==> src/cfr_pkg.sv <==
// shared widths, header codes, controller states and command/status bundles
`default_nettype none

package cfr_pkg;

    localparam int BYTE_W = 8;
    localparam int CNT_W  = 6;

    localparam int LENGTH_LIMIT = 50;

    localparam logic [BYTE_W-1:0] HEADER_FIRST  = 8'hAA;
    localparam logic [BYTE_W-1:0] HEADER_SECOND = 8'hAF;
    localparam logic [BYTE_W-1:0] FUNC_BOUND    = 8'hF1;

    typedef enum logic [7:0] {
        S_IDLE    = 8'b0000_0001,
        S_HEAD1   = 8'b0000_0010,
        S_HEAD2   = 8'b0000_0100,
        S_FUNC    = 8'b0000_1000,
        S_DATA    = 8'b0001_0000,
        S_SUM     = 8'b0010_0000,
        S_EMIT_RD = 8'b0100_0000,
        S_EMIT_LD = 8'b1000_0000
    } state_t;

    typedef struct packed {
        logic sum_load;
        logic sum_add;
        logic func_load;
        logic len_load;
        logic store_wr;
        logic emit_start;
        logic rd_en;
        logic out_load;
    } cmd_t;

    typedef struct packed {
        logic is_first;
        logic is_second;
        logic func_ok;
        logic len_ok;
        logic rem_zero;
        logic rem_one;
        logic sum_match;
        logic emit_last;
        logic out_free;
    } sts_t;

endpackage

`default_nettype wire

==> src/cfr_if.sv <==
// valid/ready channels for received bytes and for payload results
`default_nettype none

interface cfr_rx_if;
    logic                       valid;
    logic                       ready;
    logic [cfr_pkg::BYTE_W-1:0] rx_byte;

    modport source (output valid, output rx_byte, input ready);
    modport sink   (input valid, input rx_byte, output ready);
endinterface

interface cfr_res_if;
    logic                       valid;
    logic                       ready;
    logic [cfr_pkg::BYTE_W-1:0] func_code;
    logic [cfr_pkg::CNT_W-1:0]  payload_len;
    logic [cfr_pkg::CNT_W-1:0]  byte_index;
    logic [cfr_pkg::BYTE_W-1:0] payload_byte;
    logic                       last;

    modport source (output valid, output func_code, output payload_len, output byte_index,
                    output payload_byte, output last, input ready);
    modport sink   (input valid, input func_code, input payload_len, input byte_index,
                    input payload_byte, input last, output ready);
endinterface

`default_nettype wire

==> src/cfr_ctrl.sv <==
// frame parser state machine, drives datapath commands
`default_nettype none

module cfr_ctrl (
    input  wire logic          clk,
    input  wire logic          rst_n,
    input  wire logic          rx_valid,
    output logic               rx_ready,
    input  wire cfr_pkg::sts_t sts,
    output cfr_pkg::cmd_t      cmd
);

    cfr_pkg::state_t state_reg;
    cfr_pkg::state_t state_next;
    logic            acc;

    assign rx_ready = !(state_reg inside {cfr_pkg::S_EMIT_RD, cfr_pkg::S_EMIT_LD});
    assign acc      = rx_valid && rx_ready;

    always_comb
    begin
        cmd        = '0;
        state_next = state_reg;
        case (state_reg)
            cfr_pkg::S_IDLE:
            begin
                if (acc && sts.is_first)
                begin
                    cmd.sum_load = 1'b1;
                    state_next   = cfr_pkg::S_HEAD1;
                end
            end
            cfr_pkg::S_HEAD1:
            begin
                if (acc)
                begin
                    if (sts.is_second)
                    begin
                        cmd.sum_add = 1'b1;
                        state_next  = cfr_pkg::S_HEAD2;
                    end
                    else
                    begin
                        state_next = cfr_pkg::S_IDLE;
                    end
                end
            end
            cfr_pkg::S_HEAD2:
            begin
                if (acc)
                begin
                    if (sts.func_ok)
                    begin
                        cmd.func_load = 1'b1;
                        cmd.sum_add   = 1'b1;
                        state_next    = cfr_pkg::S_FUNC;
                    end
                    else
                    begin
                        state_next = cfr_pkg::S_IDLE;
                    end
                end
            end
            cfr_pkg::S_FUNC:
            begin
                if (acc)
                begin
                    if (sts.len_ok)
                    begin
                        cmd.len_load = 1'b1;
                        cmd.sum_add  = 1'b1;
                        state_next   = cfr_pkg::S_DATA;
                    end
                    else
                    begin
                        state_next = cfr_pkg::S_IDLE;
                    end
                end
            end
            cfr_pkg::S_DATA:
            begin
                if (acc)
                begin
                    // zero-length frame: the next byte just drops the frame
                    if (!sts.rem_zero)
                    begin
                        cmd.store_wr = 1'b1;
                        cmd.sum_add  = 1'b1;
                        if (sts.rem_one)
                        begin
                            state_next = cfr_pkg::S_SUM;
                        end
                    end
                    else
                    begin
                        state_next = cfr_pkg::S_IDLE;
                    end
                end
            end
            cfr_pkg::S_SUM:
            begin
                if (acc)
                begin
                    if (sts.sum_match)
                    begin
                        cmd.emit_start = 1'b1;
                        state_next     = cfr_pkg::S_EMIT_RD;
                    end
                    else
                    begin
                        state_next = cfr_pkg::S_IDLE;
                    end
                end
            end
            cfr_pkg::S_EMIT_RD:
            begin
                // read only once the output register frees up
                if (sts.out_free)
                begin
                    cmd.rd_en  = 1'b1;
                    state_next = cfr_pkg::S_EMIT_LD;
                end
            end
            cfr_pkg::S_EMIT_LD:
            begin
                cmd.out_load = 1'b1;
                state_next   = sts.emit_last ? cfr_pkg::S_IDLE : cfr_pkg::S_EMIT_RD;
            end
            default:
            begin
                state_next = cfr_pkg::S_IDLE;
            end
        endcase
    end

    always_ff @(posedge clk or negedge rst_n)
    begin
        if (!rst_n)
        begin
            state_reg <= cfr_pkg::S_IDLE;
        end
        else
        begin
            state_reg <= state_next;
        end
    end

endmodule

`default_nettype wire

==> src/cfr_dpath.sv <==
// byte compares, checksum, counters, payload memory and result register
`default_nettype none

module cfr_dpath #(
    parameter int LENGTH_LIMIT = cfr_pkg::LENGTH_LIMIT
) (
    input  wire logic                       clk,
    input  wire logic                       rst_n,
    input  wire logic [cfr_pkg::BYTE_W-1:0] rx_byte,
    input  wire cfr_pkg::cmd_t              cmd,
    output cfr_pkg::sts_t                   sts,
    input  wire logic                       out_ready,
    output logic                            out_valid,
    output logic [cfr_pkg::BYTE_W-1:0]      func_code,
    output logic [cfr_pkg::CNT_W-1:0]       payload_len,
    output logic [cfr_pkg::CNT_W-1:0]       byte_index,
    output logic [cfr_pkg::BYTE_W-1:0]      payload_byte,
    output logic                            last
);

    localparam int STORE_DEPTH = LENGTH_LIMIT - 1;
    localparam int AW          = (STORE_DEPTH > 1) ? $clog2(STORE_DEPTH) : 1;
    localparam logic [cfr_pkg::BYTE_W-1:0] LEN_BOUND = cfr_pkg::BYTE_W'(LENGTH_LIMIT);
    localparam int CW = cfr_pkg::CNT_W;

    logic [cfr_pkg::BYTE_W-1:0] sum_reg,  sum_next;
    logic [cfr_pkg::BYTE_W-1:0] func_reg, func_next;
    logic [CW-1:0]              len_reg,  len_next;
    logic [CW-1:0]              rem_reg,  rem_next;
    logic [CW-1:0]              rcv_reg,  rcv_next;
    logic [CW-1:0]              idx_reg,  idx_next;
    logic                       out_valid_reg, out_valid_next;

    logic [cfr_pkg::BYTE_W-1:0] mem [STORE_DEPTH];
    logic [cfr_pkg::BYTE_W-1:0] rd_data_reg;

    logic [cfr_pkg::BYTE_W-1:0] func_out_reg;
    logic [CW-1:0]              len_out_reg;
    logic [CW-1:0]              idx_out_reg;
    logic [cfr_pkg::BYTE_W-1:0] byte_out_reg;
    logic                       last_out_reg;

    always_comb
    begin
        sts.is_first  = (rx_byte == cfr_pkg::HEADER_FIRST);
        sts.is_second = (rx_byte == cfr_pkg::HEADER_SECOND);
        sts.func_ok   = (rx_byte != '0) && (rx_byte < cfr_pkg::FUNC_BOUND);
        sts.len_ok    = (rx_byte < LEN_BOUND);
        sts.rem_zero  = (rem_reg == '0);
        sts.rem_one   = (rem_reg == CW'(1));
        sts.sum_match = (rx_byte == sum_reg);
        sts.emit_last = ((idx_reg + CW'(1)) == rcv_reg);
        sts.out_free  = !out_valid_reg || out_ready;
    end

    always_comb
    begin
        sum_next       = sum_reg;
        func_next      = func_reg;
        len_next       = len_reg;
        rem_next       = rem_reg;
        rcv_next       = rcv_reg;
        idx_next       = idx_reg;
        out_valid_next = out_valid_reg;

        if (out_valid_reg && out_ready)
        begin
            out_valid_next = 1'b0;
        end
        if (cmd.sum_load)
        begin
            sum_next = rx_byte;
        end
        if (cmd.sum_add)
        begin
            sum_next = sum_reg + rx_byte;
        end
        if (cmd.func_load)
        begin
            func_next = rx_byte;
        end
        if (cmd.len_load)
        begin
            len_next = rx_byte[CW-1:0];
            rem_next = rx_byte[CW-1:0];
            rcv_next = '0;
        end
        if (cmd.store_wr)
        begin
            rcv_next = rcv_reg + CW'(1);
            rem_next = rem_reg - CW'(1);
        end
        if (cmd.emit_start)
        begin
            idx_next = '0;
        end
        if (cmd.out_load)
        begin
            idx_next       = idx_reg + CW'(1);
            out_valid_next = 1'b1;
        end
    end

    always_ff @(posedge clk or negedge rst_n)
    begin
        if (!rst_n)
        begin
            sum_reg       <= '0;
            func_reg      <= '0;
            len_reg       <= '0;
            rem_reg       <= '0;
            rcv_reg       <= '0;
            idx_reg       <= '0;
            out_valid_reg <= 1'b0;
        end
        else
        begin
            sum_reg       <= sum_next;
            func_reg      <= func_next;
            len_reg       <= len_next;
            rem_reg       <= rem_next;
            rcv_reg       <= rcv_next;
            idx_reg       <= idx_next;
            out_valid_reg <= out_valid_next;
        end
    end

    // payload memory, one write port and one registered read port
    always_ff @(posedge clk)
    begin
        if (cmd.store_wr)
        begin
            mem[rcv_reg[AW-1:0]] <= rx_byte;
        end
        if (cmd.rd_en)
        begin
            rd_data_reg <= mem[idx_reg[AW-1:0]];
        end
    end

    always_ff @(posedge clk)
    begin
        if (cmd.out_load)
        begin
            func_out_reg <= func_reg;
            len_out_reg  <= len_reg;
            idx_out_reg  <= idx_reg;
            byte_out_reg <= rd_data_reg;
            last_out_reg <= sts.emit_last;
        end
    end

    assign out_valid    = out_valid_reg;
    assign func_code    = func_out_reg;
    assign payload_len  = len_out_reg;
    assign byte_index   = idx_out_reg;
    assign payload_byte = byte_out_reg;
    assign last         = last_out_reg;

    // result register never overwritten while still holding an item
    a_no_overwrite: assert property (@(posedge clk) disable iff (!rst_n)
        cmd.out_load |-> !out_valid_reg)
        else $error("result register overwritten");

    // payload writes stay inside the store
    a_store_range: assert property (@(posedge clk) disable iff (!rst_n)
        cmd.store_wr |-> (rcv_reg < CW'(STORE_DEPTH)))
        else $error("payload write beyond store");

    // a matched frame holds exactly its declared number of payload bytes
    a_full_frame: assert property (@(posedge clk) disable iff (!rst_n)
        cmd.emit_start |-> (rcv_reg == len_reg) && (len_reg != '0))
        else $error("emitting a frame with wrong byte count");

    // emitted index stays below the frame length
    a_idx_range: assert property (@(posedge clk) disable iff (!rst_n)
        cmd.out_load |-> (idx_reg < len_reg))
        else $error("emit index past frame length");

endmodule

`default_nettype wire

==> src/checksummed_frame_receiver_core.sv <==
// top level: frame parser controller joined to its datapath
//
//  channel | role    | payload
//  --------+---------+-----------------------------------------------------
//  rx      | sink    | rx_byte
//  res     | source  | func_code, payload_len, byte_index, payload_byte, last
//
// one received byte is taken per cycle while parsing
// a good checksum byte starts a burst of payload_len results, each one memory
// read and then one load of the result register; rx is held off during the burst
// and reopens once the last result is in the result register
// a stalled res side stalls the burst only; reset clears parser and counters,
// the payload memory itself needs no clearing
`default_nettype none

module checksummed_frame_receiver_core #(
    parameter int LENGTH_LIMIT = cfr_pkg::LENGTH_LIMIT
) (
    input  wire logic  clk,
    input  wire logic  rst_n,
    cfr_rx_if.sink     rx,
    cfr_res_if.source  res
);

    cfr_pkg::cmd_t cmd;
    cfr_pkg::sts_t sts;

    cfr_ctrl u_ctrl (
        .clk      (clk),
        .rst_n    (rst_n),
        .rx_valid (rx.valid),
        .rx_ready (rx.ready),
        .sts      (sts),
        .cmd      (cmd)
    );

    cfr_dpath #(
        .LENGTH_LIMIT (LENGTH_LIMIT)
    ) u_dpath (
        .clk          (clk),
        .rst_n        (rst_n),
        .rx_byte      (rx.rx_byte),
        .cmd          (cmd),
        .sts          (sts),
        .out_ready    (res.ready),
        .out_valid    (res.valid),
        .func_code    (res.func_code),
        .payload_len  (res.payload_len),
        .byte_index   (res.byte_index),
        .payload_byte (res.payload_byte),
        .last         (res.last)
    );

endmodule

`default_nettype wire
==> src/flat_wrapper.sv <==
// flat-port wrapper written by rule: the top's interface ports become plain ports
module checksummed_frame_receiver_core_flat 
#(
    parameter int LENGTH_LIMIT = cfr_pkg::LENGTH_LIMIT
)
  (clk, rst_n, rx_valid, rx_rx_byte, rx_ready, res_valid, res_func_code, res_payload_len, res_byte_index, res_payload_byte, res_last, res_ready);
  cfr_rx_if rx_i ();
  cfr_res_if res_i ();
  input  wire logic clk;
  input  wire logic rst_n;
  input wire logic [$bits(rx_i.valid)-1:0] rx_valid;
  input wire logic [$bits(rx_i.rx_byte)-1:0] rx_rx_byte;
  output wire logic [$bits(rx_i.ready)-1:0] rx_ready;
  output wire logic [$bits(res_i.valid)-1:0] res_valid;
  output wire logic [$bits(res_i.func_code)-1:0] res_func_code;
  output wire logic [$bits(res_i.payload_len)-1:0] res_payload_len;
  output wire logic [$bits(res_i.byte_index)-1:0] res_byte_index;
  output wire logic [$bits(res_i.payload_byte)-1:0] res_payload_byte;
  output wire logic [$bits(res_i.last)-1:0] res_last;
  input wire logic [$bits(res_i.ready)-1:0] res_ready;
  assign rx_i.valid = rx_valid;
  assign rx_i.rx_byte = rx_rx_byte;
  assign rx_ready = rx_i.ready;
  assign res_valid = res_i.valid;
  assign res_func_code = res_i.func_code;
  assign res_payload_len = res_i.payload_len;
  assign res_byte_index = res_i.byte_index;
  assign res_payload_byte = res_i.payload_byte;
  assign res_last = res_i.last;
  assign res_i.ready = res_ready;
  checksummed_frame_receiver_core #(.LENGTH_LIMIT(LENGTH_LIMIT)) u_core (.clk(clk), .rst_n(rst_n), .rx(rx_i), .res(res_i));
endmodule
==> config.mk <==
export PLATFORM = sky130hd
export DESIGN_NAME = checksummed_frame_receiver_core_flat
export DESIGN_NICKNAME = d
export VERILOG_FILES = /design/src/cfr_pkg.sv /design/src/cfr_if.sv /design/src/cfr_ctrl.sv /design/src/cfr_dpath.sv /design/src/checksummed_frame_receiver_core.sv /design/src/flat_wrapper.sv
export SDC_FILE = /design/constraint.sdc
export NUM_CORES = 1
export LEC_CHECK = 0
export BUFFER_PORTS_ARGS = -buffer_cell sky130_fd_sc_hd__buf_2
export CAP_MARGIN = 15
export CELL_PAD_IN_SITES_DETAIL_PLACEMENT = 1
export CELL_PAD_IN_SITES_GLOBAL_PLACEMENT = 2
export CORE_ASPECT_RATIO = 0.75
export CORE_MARGIN = 1.5
export CORE_UTILIZATION = 48
export CTS_CLUSTER_SIZE = 25
export DETAILED_ROUTE_END_ITERATION = 12
export GPL_TIMING_DRIVEN = 0
export PLACE_DENSITY = 0.86
export SLEW_MARGIN = 10
export SYNTH_ARGS = -nofsm -noshare
export SYNTH_HDL_FRONTEND = slang
export SYNTH_SLANG_ARGS = --single-unit
export TNS_END_PERCENT = 10
==> constraint.sdc <==
create_clock -name clk -period 3.5 [get_ports clk]
set_input_delay 0.7 -clock clk [delete_from_list [all_inputs] [get_ports clk]]
set_output_delay 0.7 -clock clk [all_outputs]
set_load 0.01 [all_outputs]
==> results.txt <==
----------------------------------------------------
[STA]
  Achievable clock frequency ... 0.2771 GHz
  Max-slew violation count ... 0
  Slew margin rel. ... about a fifth
  Final period demand of the worst path ... about 3.6 ns
  Hold Vio Cnt, Final ... 0
  Setup tns final ... -4.421 ns
  Setup repair after global routing missed its margin ... true
  Final number of setup-violating endpoints ... roughly 110
  Worst Tran Pin Value ... around 1.2 ns
  Worst-case clock skew ... about 0.031 ns
  Final worst-path setup slack ... -0.1094 ns
  Final cycle utilization of the critical path ... 103.1%

[Critical path]
  Type of element capturing the critical path ... flip-flop
  CP max stage cell ... sky130_fd_sc_hd__nor2_2
  Critical Path Start ... u_core.u_ctrl.state_reg[6]
  Maximum fanout along the worst path ... 8
  Critical path required time ... ~3.7 ns
  CP peak stage delay ... between 0.7 and 0.8 ns
  Cell-by-cell listing of the critical path ... buf_2, or4_4, a211oi_4, and2_1, buf_2, nand3_1, nor2_2
  Startpoint class of the critical path ... flip-flop
  Worst setup path category ... reg2reg
  Most repeated library cell on the critical path ... sky130_fd_sc_hd__buf_2
  Start of the worst register-to-register path ... u_core.u_ctrl.state_reg[6]
  Arrival time of the worst setup path ... ~3.8 ns

[Finish]
  Flip-flop and latch area ... ~0.014 mm²
  Antenna cell count ... 0
  Max FFs per register ... approximately 400
  Area of the multi-input gates ... around 0.0050 mm²
  Final core utilization ... between 50% and 60%
  Relative area change from synthesis to final layout ... 13.03%
  Number of filler cells placed in the layout ... roughly 3600
  Fraction of final layout cells with drive strength greater than 1 ... roughly 25%
  Number of standard cells in the final layout excluding fillers ... 1719
  Final #Nets ... around 1200
  Final non-filler cell area ... 0.02192 mm²

[Floorplan]
  Floorplan die width ... 235.1 µm
  Number of primary I/O pins ... 43
  Placeable core region ... just under 0.04 mm²
  Effective utilization at floorplan ... just under 50%
  Die Span Y ... approximately 180 µm
  Site row count ... 63
  Total Die Area ... around 0.042 mm²

[Global route]
  Pin count of the biggest net entering global routing ... between 50 and 60
  Via count of the first global-routing pass ... ~11000
  Global routing usage on met1 ... 36.21%
  Met2 capacity usage during global routing ... between 30% and 40%
  Global routing met3 resource utilization ... 4.414%
  Global-route wire length before repair ... about 73000 µm
  Busiest layer in global routing ... met2
  Total overflow reported by the global router ... 0
  Global router's overall resource usage ... around 24%
  Antenna violations before repair ... 0

[CTS]
  Sinks on the clock net ... 478
  Library cell used as clock root buffer ... sky130_fd_sc_hd__clkbuf_16
  Num CTS Buffers ... between 40 and 50
  Clock Latency Late Sink ... 0.59 ns
  Number of buffers inserted by post-CTS setup repair ... 0
  Maximum root-to-sink buffer count ... 3
  Clock-pin slew of the registers on the worst-case setup and hold paths ... ~0.060 ns
  H-tree levels ... 2
  Clock tree from TritonCTS ... yes

[Yosys]
  Number of flops mapped to enable cells by yosys ... ~430
  Most used standard cell by instance count after synthesis ... sky130_fd_sc_hd__edfxtp_1
  Top post-synthesis cells by count ... 429 x sky130_fd_sc_hd__edfxtp_1, 96 x sky130_fd_sc_hd__mux4_2, 77 x sky130_fd_sc_hd__nor2_1
  Adder-cell area share of the yosys netlist ... less than 1%
  Most instantiated flip-flop cell in the synthesis netlist ... sky130_fd_sc_hd__edfxtp_1
  Mux contribution to synthesized area ... a little over an eighth
  Sequential-to-total area share from yosys stat ... ~73%
  Area of the mapped netlist ... 0.01939 mm²
  Register bit count reported by yosys ... 478
  Fraction of synthesized cell area in xor and xnor cells ... less than 1%
  Number of unique standard cell types used by synthesis ... 66
  Dominant combinational cell family by area after synthesis ... multiplexers
  Compound-cell area share of the yosys netlist ... roughly 4.4%
  Syn nets ... around 1100
  Warnings, synthesis ... 0
  Largest area contributor in the netlist ... sky130_fd_sc_hd__edfxtp_1
  Leading cell types by total area after synthesis ... sky130_fd_sc_hd__edfxtp_1 66%, sky130_fd_sc_hd__mux4_2 11%, sky130_fd_sc_hd__dfrtp_1 6.2%, sky130_fd_sc_hd__mux2i_1 1.9%, sky130_fd_sc_hd__nor2_1 1.5%
  Area fraction of the dominant cell type after synthesis ... 66.43%
  Number of cells produced by synthesis ... approximately 1100
  Share of async-settable or async-resettable flops after synthesis ... 10.25%
  Average cell area after synthesis ... around 18 µm²
  Simple-gate area share of the yosys netlist ... under 10%

[Flow run]
  Count of maximum capacitance violations ... 0

[Placed design]
  RD Place Congestion ... about 0.84
  Detail Placement HPWL ... between 30000 and 40000 µm
  Number of buffers added on ports ... 42
  Instance area at placement ... a little over 0.02 mm²
  Cell count after placement ... roughly 1600

[Drt]
  Detailed-route DRC error count ... 0
  Via density per instance ... a little over 6
  Drt initial violations ... ~1100
  Post-Route WL ... between 40000 and 50000 µm
  Avg WL per Cell ... 28.21 µm
  Number of antenna-violating nets in the routed design ... 0
  First-pass detailed-route iteration total ... 5
  Vias after detailed routing ... 10540

[Pwr]
  Total internal power ... just over 9 mW
  Net Sw Frac ... 20.13%
  IR Drop Worst-Case VDD ... approximately 0.44 mV
  Switching power ... 2.295 mW
  Share of total power in combinational logic ... under 10%
  Total design power ... ~11 mW
  Lkg Pwr ... 7.479 nW
  Proportion of power drawn by flip-flops and latches ... approximately 55%
  Ratio of total power to cell area ... about 520 mW/mm²
  Power share of the clock group ... a little over two fifths

[Status]
  Violated checks ... negative setup slack
  Status ... finished, violations left

[Hold path]
  Worst Hold Class ... in2async

----------------------------------------------------
[critical path, delay by kind of cell, from the launching register on]
family	cells	cell delay [ns]
AO/OA/AOI/OAI	1	0.37
AND/OR/NAND/NOR	4	2.12
flip-flops	1	0.35
buffers and inverters	2	0.42
[cell type report]
class,instances,share of cell area (%)
Sequential cell,478,64.38
Multi-Input combinational cell,521,22.93
Clock buffer,60,5.583
Tap cell,520,2.969
Timing Repair Buffer,47,1.410
Buffer,51,1.216
Clock inverter,21,1.153
Inverter,21,0.3654
[stage by stage]
step | hold slack, ns | setup WS (ns)
after floorplan | 0.4003 | 0.8963
after global placement | 0.4048 | -0.3989
after detailed placement | 0.4099 | -0.2758
after CTS | 0.06241 | -0.08057
after global routing | 0.08804 | -0.1815
final | 0.07159 | -0.1094
[routing by layer]
metal / vias up / routed length (µm)
li1: 4494 / -
met1: 5563 / 21790
met2: 402 / 22130
met3: 78 / 3450
met4: 0 / 1125
met5: - / 0
[path summary, 6_finish.rpt]
kind | end | slack (ns) | cells after the start
max in group asynchronous | u_core.u_ctrl.state_reg[0] | 2.83 | 2
max reg2reg | u_core.u_dpath.mem[14][3] | -0.11 | 7
min | u_core.u_dpath.func_reg[2] | 0.07 | 1
min in group clk | u_core.u_dpath.payload_byte[7] | 0.42 | 0
max | u_core.u_dpath.mem[14][3] | -0.11 | 7
min reg2reg | u_core.u_dpath.payload_byte[7] | 0.42 | 0
[cells in the final DEF (no fill, tap or decap), types with 19 or more instances in the layout]
cell type and count:
sky130_fd_sc_hd__clkbuf_16 46, sky130_fd_sc_hd__dfrtp_1 48, sky130_fd_sc_hd__nand3_1 28, sky130_fd_sc_hd__o21ai_0 38
sky130_fd_sc_hd__edfxtp_1 429, sky130_fd_sc_hd__nor2b_1 20, sky130_fd_sc_hd__buf_2 56, sky130_fd_sc_hd__clkbuf_1 30
sky130_fd_sc_hd__inv_1 19, sky130_fd_sc_hd__nand2_1 48, sky130_fd_sc_hd__nor2_1 44, sky130_fd_sc_hd__mux4_2 96
sky130_fd_sc_hd__nor2_2 33, sky130_fd_sc_hd__mux2i_1 37
[cells by family after synthesis]
family / Yosys count
xor gates and xnor gates: 17
and+or+nand+nor: 228
AOI/OAI and AO/OA: 121
muxes: 143
DFF: 478
adders and majority gates: 12
buffers and inverters: 72
[power by group through the flow]
stage               logic, mW  clock network (mW)  registers [mW]
global route            0.228                5.24            6.22
CTS                     0.201                5.04            6.23
global placement        0.186                   0            6.35
floorplan              0.0660                   0            6.34
detailed placement      0.200                   0            6.35
finish                  0.207                4.97            6.22
[what timing repair did]
action                     CTS  global route
resized for setup           13            23
setup endpoints to repair  128           339
pin swaps                    0             0
hold buffers                 0             0
(Power assumes the default switching activity.)
